File: config.mk
export PLATFORM = sky130hd
export DESIGN_NAME = psgfx_ctrl
export DESIGN_NICKNAME = d
export VERILOG_FILES = /design/src/psgfx_pkg.sv /design/src/psgfx_ctrl.sv
export SDC_FILE = /design/constraint.sdc
export NUM_CORES = 1
export LEC_CHECK = 0
export ABC_CLOCK_PERIOD_IN_PS = 1870
export BUFFER_PORTS_ARGS = -buffer_cell sky130_fd_sc_hd__buf_2
export CELL_PAD_IN_SITES_DETAIL_PLACEMENT = 1
export CELL_PAD_IN_SITES_GLOBAL_PLACEMENT = 1
export CORE_UTILIZATION = 30
export CTS_BUF_LIST = sky130_fd_sc_hd__clkbuf_8 sky130_fd_sc_hd__clkbuf_16
export CTS_CLUSTER_SIZE = 28
export DETAILED_ROUTE_END_ITERATION = 12
export PLACE_DENSITY = 0.77
export SETUP_SLACK_MARGIN = 0.15
export SLEW_MARGIN = 20
export SYNTH_ARGS = -nofsm -noshare
export SYNTH_HDL_FRONTEND = slang
export SYNTH_SLANG_ARGS = --single-unit
File: constraint.sdc
create_clock -name clock -period 1.87 [get_ports clock]
set_input_delay 0.187 -clock clock [delete_from_list [all_inputs] [get_ports clock]]
set_output_delay 0.187 -clock clock [all_outputs]
set_load 0.05 [all_outputs]
File: src/psgfx_pkg.sv
`timescale 1ns / 1ps
// ----------------------------------------------------------------------------
// psgfx_pkg
// types, codes and control bundles shared by the effect channel engine
// ----------------------------------------------------------------------------
package psgfx_pkg;

   localparam logic [1:0] MODE_TICK = 2'd0;
   localparam logic [1:0] MODE_PLAY = 2'd1;
   localparam logic [1:0] MODE_LOAD = 2'd2;

   localparam logic [1:0] STAGE_ATTACK  = 2'd0;
   localparam logic [1:0] STAGE_SUSTAIN = 2'd1;
   localparam logic [1:0] STAGE_DECAY   = 2'd2;

   localparam logic [3:0] SEL_VOLUME     = 4'd0;
   localparam logic [3:0] SEL_ATK_STEP   = 4'd1;
   localparam logic [3:0] SEL_ATK_LEN    = 4'd2;
   localparam logic [3:0] SEL_SUS_LEN    = 4'd3;
   localparam logic [3:0] SEL_DEC_STEP   = 4'd4;
   localparam logic [3:0] SEL_DEC_LEN    = 4'd5;
   localparam logic [3:0] SEL_SWEEP_MASK = 4'd6;
   localparam logic [3:0] SEL_FREQ       = 4'd7;
   localparam logic [3:0] SEL_FREQ_STEP  = 4'd8;
   localparam logic [3:0] SEL_DIRECTION  = 4'd9;
   localparam logic [3:0] SEL_WAVEFORM   = 4'd10;
   localparam logic [3:0] SEL_PULSE      = 4'd11;

   localparam logic [7:0] GAIN_STOP_LIMIT = 8'h3F;

   typedef struct packed {
      logic [1:0]  mode;
      logic [5:0]  effect_index;
      logic [7:0]  priority_req;
      logic [5:0]  pan_left_in;
      logic [5:0]  pan_right_in;
      logic [3:0]  param_select;
      logic [15:0] param_value;
   } req_type;

   typedef struct packed {
      logic [1:0]  channel;
      logic        stopped;
      logic [15:0] tone_frequency;
      logic [5:0]  out_volume_left;
      logic [5:0]  out_volume_right;
      logic [1:0]  waveform;
      logic [5:0]  out_pulse_width;
      logic        last;
   } rsp_type;

   // one effect table entry
   typedef struct packed {
      logic [5:0]  pulse;
      logic [1:0]  waveform;
      logic        direction;
      logic [15:0] freq_step;
      logic [15:0] freq;
      logic [7:0]  sweep_mask;
      logic [7:0]  dec_len;
      logic [7:0]  dec_step;
      logic [7:0]  sus_len;
      logic [7:0]  atk_len;
      logic [7:0]  atk_step;
      logic [7:0]  volume;
   } effect_type;

   typedef struct packed {
      logic capture;
      logic mem_rd;
      logic mem_rd_chan;
      logic load_wr;
      logic ch_clear;
      logic ch_inc;
      logic scan;
      logic ch_take_use;
      logic play_set;
      logic tick_upd;
      logic emit;
      logic frame_inc;
   } cmd_type;

   typedef struct packed {
      logic [1:0] mode;
      logic       idx_ok;
      logic       ch_active;
      logic       ch_is_last;
      logic       scan_hit;
      logic       out_free;
   } status_type;

endpackage

File: src/psgfx_ctrl.sv
`timescale 1ns / 1ps
// ----------------------------------------------------------------------------
// psgfx_ctrl
// sequencer for load, play and tick items
// ----------------------------------------------------------------------------
module psgfx_ctrl
   import psgfx_pkg::*;
(
   input  logic       clock,
   input  logic       reset,
   input  logic       req_valid,
   output logic       req_ready,
   input  status_type status,
   output cmd_type    cmd
);

   localparam logic [3:0] S_IDLE     = 4'd0;
   localparam logic [3:0] S_DECODE   = 4'd1;
   localparam logic [3:0] S_LOAD_RD  = 4'd2;
   localparam logic [3:0] S_LOAD_WR  = 4'd3;
   localparam logic [3:0] S_SCAN     = 4'd4;
   localparam logic [3:0] S_PLAY_RD  = 4'd5;
   localparam logic [3:0] S_PLAY_SET = 4'd6;
   localparam logic [3:0] S_TICK_CHK = 4'd7;
   localparam logic [3:0] S_TICK_UPD = 4'd8;
   localparam logic [3:0] S_EMIT     = 4'd9;

   logic [3:0] state_ff, state_in;

   assign req_ready = (state_ff == S_IDLE);

   always_comb begin
      state_in = state_ff;
      cmd      = '0;
      unique case (state_ff)
         S_IDLE: begin
            if (req_valid) begin
               cmd.capture = 1'b1;
               state_in    = S_DECODE;
            end
         end
         S_DECODE: begin
            case (status.mode)
               MODE_TICK: begin
                  cmd.ch_clear = 1'b1;
                  state_in     = S_TICK_CHK;
               end
               MODE_PLAY: begin
                  cmd.ch_clear = 1'b1;
                  state_in     = status.idx_ok ? S_SCAN : S_IDLE;
               end
               MODE_LOAD: state_in = status.idx_ok ? S_LOAD_RD : S_IDLE;
               default:   state_in = S_IDLE;
            endcase
         end
         S_LOAD_RD: begin
            cmd.mem_rd = 1'b1;
            state_in   = S_LOAD_WR;
         end
         S_LOAD_WR: begin
            cmd.load_wr = 1'b1;
            state_in    = S_IDLE;
         end
         S_SCAN: begin
            cmd.scan = 1'b1;
            if (!status.ch_active) begin
               state_in = S_PLAY_RD;
            end else if (status.ch_is_last) begin
               state_in = status.scan_hit ? S_PLAY_RD : S_IDLE;
            end else begin
               cmd.ch_inc = 1'b1;
            end
         end
         S_PLAY_RD: begin
            cmd.mem_rd      = 1'b1;
            cmd.ch_take_use = 1'b1;
            state_in        = S_PLAY_SET;
         end
         S_PLAY_SET: begin
            cmd.play_set = 1'b1;
            state_in     = S_EMIT;
         end
         S_TICK_CHK: begin
            if (status.ch_active) begin
               cmd.mem_rd      = 1'b1;
               cmd.mem_rd_chan = 1'b1;
               state_in        = S_TICK_UPD;
            end else if (status.ch_is_last) begin
               cmd.frame_inc = 1'b1;
               state_in      = S_IDLE;
            end else begin
               cmd.ch_inc = 1'b1;
            end
         end
         S_TICK_UPD: begin
            cmd.tick_upd = 1'b1;
            state_in     = S_EMIT;
         end
         S_EMIT: begin
            if (status.out_free) begin
               cmd.emit = 1'b1;
               if (status.mode == MODE_TICK) begin
                  if (status.ch_is_last) begin
                     cmd.frame_inc = 1'b1;
                     state_in      = S_IDLE;
                  end else begin
                     cmd.ch_inc = 1'b1;
                     state_in   = S_TICK_CHK;
                  end
               end else begin
                  state_in = S_IDLE;
               end
            end
         end
         default: state_in = S_IDLE;
      endcase
   end

   always_ff @(posedge clock) begin
      if (reset) begin
         state_ff <= S_IDLE;
      end else begin
         state_ff <= state_in;
      end
   end

endmodule

* Word-level counts from Yosys, hierarchy flattened
Cells that the tools add are included.
** Word-level totals
- Word-level logic and storage cells :: 59
- Output and inout port bits :: 13
- Bits of input ports :: 10
- Register bits after elaboration :: 4
** Cells by class
- Mux-type cells :: 37
- Equal/unequal tests :: 15
- Reduce and logical (&&, ||, !) cells :: 6
** Operators by type and width (count)
- $pmux 4 s8 :: 1
- $mux 4 :: 6
- $mux 1 :: 19
- $eq 4x3->1 const B :: 4
- $mux 3 :: 4
- $pmux 3 s3 :: 1
- $eq 4x2->1 const B :: 2
- $eq 4x4->1 const B :: 2
- $mux 2 :: 3
- $ne 3x3->1 const B :: 2
- $reduce_or 2->1 :: 3
- $eq 4x1->1 const B :: 1
- $logic_not 4->1 :: 1
- $ne 2x2->1 const B :: 2
- $pmux 1 s2 :: 2
- $reduce_and 4->1 :: 1
- $pmux 1 s3 :: 1
- $eq 2x1->1 const B :: 1
- $eq 2x2->1 const B :: 1
- $logic_not 2->1 :: 1

* Longest topological paths before layout
- Depth after elaboration :: 4
- Gate-level depth with buffers :: 6
- Mapped depth without buffers :: 4

* Worst setup path before layout
Ideal clock, no wire load.
- Kind :: register to output
- From :: reg state_ff[3]
- To :: out cmd[11] (netlist bit)
- Slack :: -0.919 ns
- Data arrival time :: 2.602 ns
- Path buffers :: 0
- Cell stages (with the launch flop) :: 3
- Cell sequence :: dfxtp_1 -> nor4_1 -> and2_1
** RTL lines
- start, declared :: RTL line psgfx_ctrl.sv:28 : logic [3:0] state_ff, state_in;
- start signal, assigned :: RTL line psgfx_ctrl.sv:123 : state_ff <= state_in;
- end, declared :: RTL line psgfx_ctrl.sv:14 : output cmd_type cmd

==> metrics.yaml <==
clock-root-buffer: "clkbuf_8"
drc: 4
crit_type: "reg2out"
ys_seq_area_share_pct: 15.5
rsz0062_at_grt: "yes"
cts_made_buffers: 3
clk_latency_ns: 0.21
hp-class: "in2reg"
path_max_fanout: 6
clk_pin_slew_ns: 0.03
min_period_ns: 1.72
grt_max_degree: 11
drive_gt1_share_pct: 55.2
layout_commonest_cell: "buf_2"
first_global_vias: 672
final_cell_mix: "buf_2 (20), buf_4 (11), nor2_1 (7)"
fin_crit_sh_pct: 91.7
avgRoutedWirePerCell_um: 16.4
cp-start-kind: "flip-flop"
syn_nets: 83
power_uw: 535
p_sw_uw: 205
netlist.area_leader.share_pct: 15.5
power_density_nw_per_um2: 597
placementRows: 14
synth_cells: 73
p_clk_share_pct: 33.1
wirelength_mm: 1.98
sw_frac_of_total_pct: 38.3
die_y_um: 43.6
max_freq_ghz: 0.583
regToRegSetupSlack_ns: 0.24
synth_edf_count: 0
drt_iter0_markers: 13
synth_area_leader_cell: "dfxtp_1"
peakVddDrop_uv: 746
synth_warnings: 0
drv_cap: 0
arrival_ns: 1.53
async_reset_ff_share_pct: 0
p_int_uw: 330
htreeDepth: 1
gp_congestion: 0.907
grt-ovfl-total: 0
outcome: "complete, but fails checks"
synth_top_flop_cell: "dfxtp_1"
viasPerCell: 5.56
grt_pass1_wl_mm: 3.11
finalSetupTns_ns: 0
relSlewSlack_pct: 77.0
skew_ns: 0.00367
p_leak_uw: 0.000414
die-width_um: 43.6
clk_path_buf_depth: 2
antenna_found_initial: 0
regMostFlops: "state_ff"
hold_depth: 2
setup_viol: 0
initial_core_util_pct: 33.2
dp_hpwl_mm: 1.37
diodes: 0
crit_path_end_kind: "output pin"
ys_types: 34
area_growth_pct: 72.9
reg_top3: "state_ff: 4 flops"
portBuffers: 22
cts_tree: "done"
violations: "design-rule violations"
holdWs_ns: 0.216
largest_reg_flops: 4
r2r_end: "state_ff[0]"
slew_violations: 0
core-area_um2: 1560
dr.pass1.iters: 7
ys_seq_elements: 4
track_usage_pct: 22.3
hold_path_end: "state_ff[3]"
numClockSinks: 4
ios: 23
ant_nets: 0
hold_violations: 0
crit_required_ns: 1.68
pwr-share-seq_pct: 19.3
syn_avg_cell_area_um2: 7.10
r2r-start: "state_ff[1]"
rr_worst_depth: 6
tightest_slew_ns: 0.342
hp-start: "reset"
combPwrFrac_pct: 47.6
dieArea_um2: 1900
nets: 117
num_vias: 673
synth_area_um2: 518
ys_top_cells_by_area: "dfxtp_1 (15%), nor2_1 (5.1%), nand2b_1 (4.8%)"
worst max path at each step:
stage	cells past startpoint	end	from	slack, ns
finish	5	cmd[0]	state_ff[1]	0.15
detailed placement	5	cmd[0]	state_ff[0]	0.17
global placement	5	state_ff[0]	state_ff[1]	0.20
CTS	4	cmd[0]	state_ff[2]	0.15
global route	5	cmd[0]	state_ff[1]	0.1
floorplan	2	cmd[11]	state_ff[3]	0.08
power by group through the flow:
stage	Combinational [uW]	Sequential, uW	Clock (uW)
2_1_floorplan	164	98.3	0
3_3_place_gp	220	103	0
3_5_place_dp	223	103	0
4_1_cts	250	104	183
5_1_grt	273	104	189
6_report	255	103	177
synthesized netlist by cell type (2+ instances only):
master / instances
a211oi_1: 2
a21boi_0: 2
a21oi_1: 4
and2_1: 2
buf_2: 3
buf_4: 2
dfxtp_1: 4
inv_1: 4
nand2b_1: 4
nand3_1: 2
nor2_1: 7
nor2b_1: 3
nor3_1: 5
nor3b_1: 3
nor4_1: 3
o21ai_0: 4
or3_1: 2
metal layers:
metal | global-route usage [%] | vias up | routed length [um]
li1 | - | 341 | -
met1 | 29.4 | 317 | 862
met2 | 38.2 | 15 | 1070
met3 | 5.00 | 0 | 51
met4 | 1.88 | 0 | 0
met5 | 0 | - | 0
what timing repair did:
item / in CTS / in global routing
endpoints found under the setup margin: 2 / 3
resized for setup: 14 / 2
hold buffers: 0 / 0
pin swaps: 2 / 2
cloned: 0 / 0
setup buffers: 4 / 1
cell type report:
cell class	instances	area [um2]
clock buffer	3	41.3
fill	201	663
inverter	4	15.0
multi-input combinational	60	504
sequential	4	90.1
tap	16	20.0
timing repair buffer	34	225
through the flow:
stage	area, um2	utilization [%]	worst slack (ns)	instances
finish	896	57.5	0.155	121
global route	896	57.5	0.0981	121
CTS	882	56.6	0.147	120
detailed placement	759	48.7	0.166	113
global placement	759	48.7	0.200	113
floorplan	594	-	0.0794	73
critical path: stages (launching register included):
cell	delay, ns
dfxtp_4	0.35
and2b_1	0.22
nand3_2	0.07
or3_4	0.34
a21boi_4	0.16
buf_6	0.17
cells by family (layout without fill, tap and decap cells):
| group | count (synthesis) | in the layout | synth area share [%] |
|---|---|---|---|
| compound gates | 21 | 21 | 30.9 |
| flops | 4 | 4 | 15.5 |
| buf+inv | 9 | 41 | 8.69 |
| simple gates | 39 | 39 | 44.9 |
No activity file was read; power rests on OpenSTA's default activity.
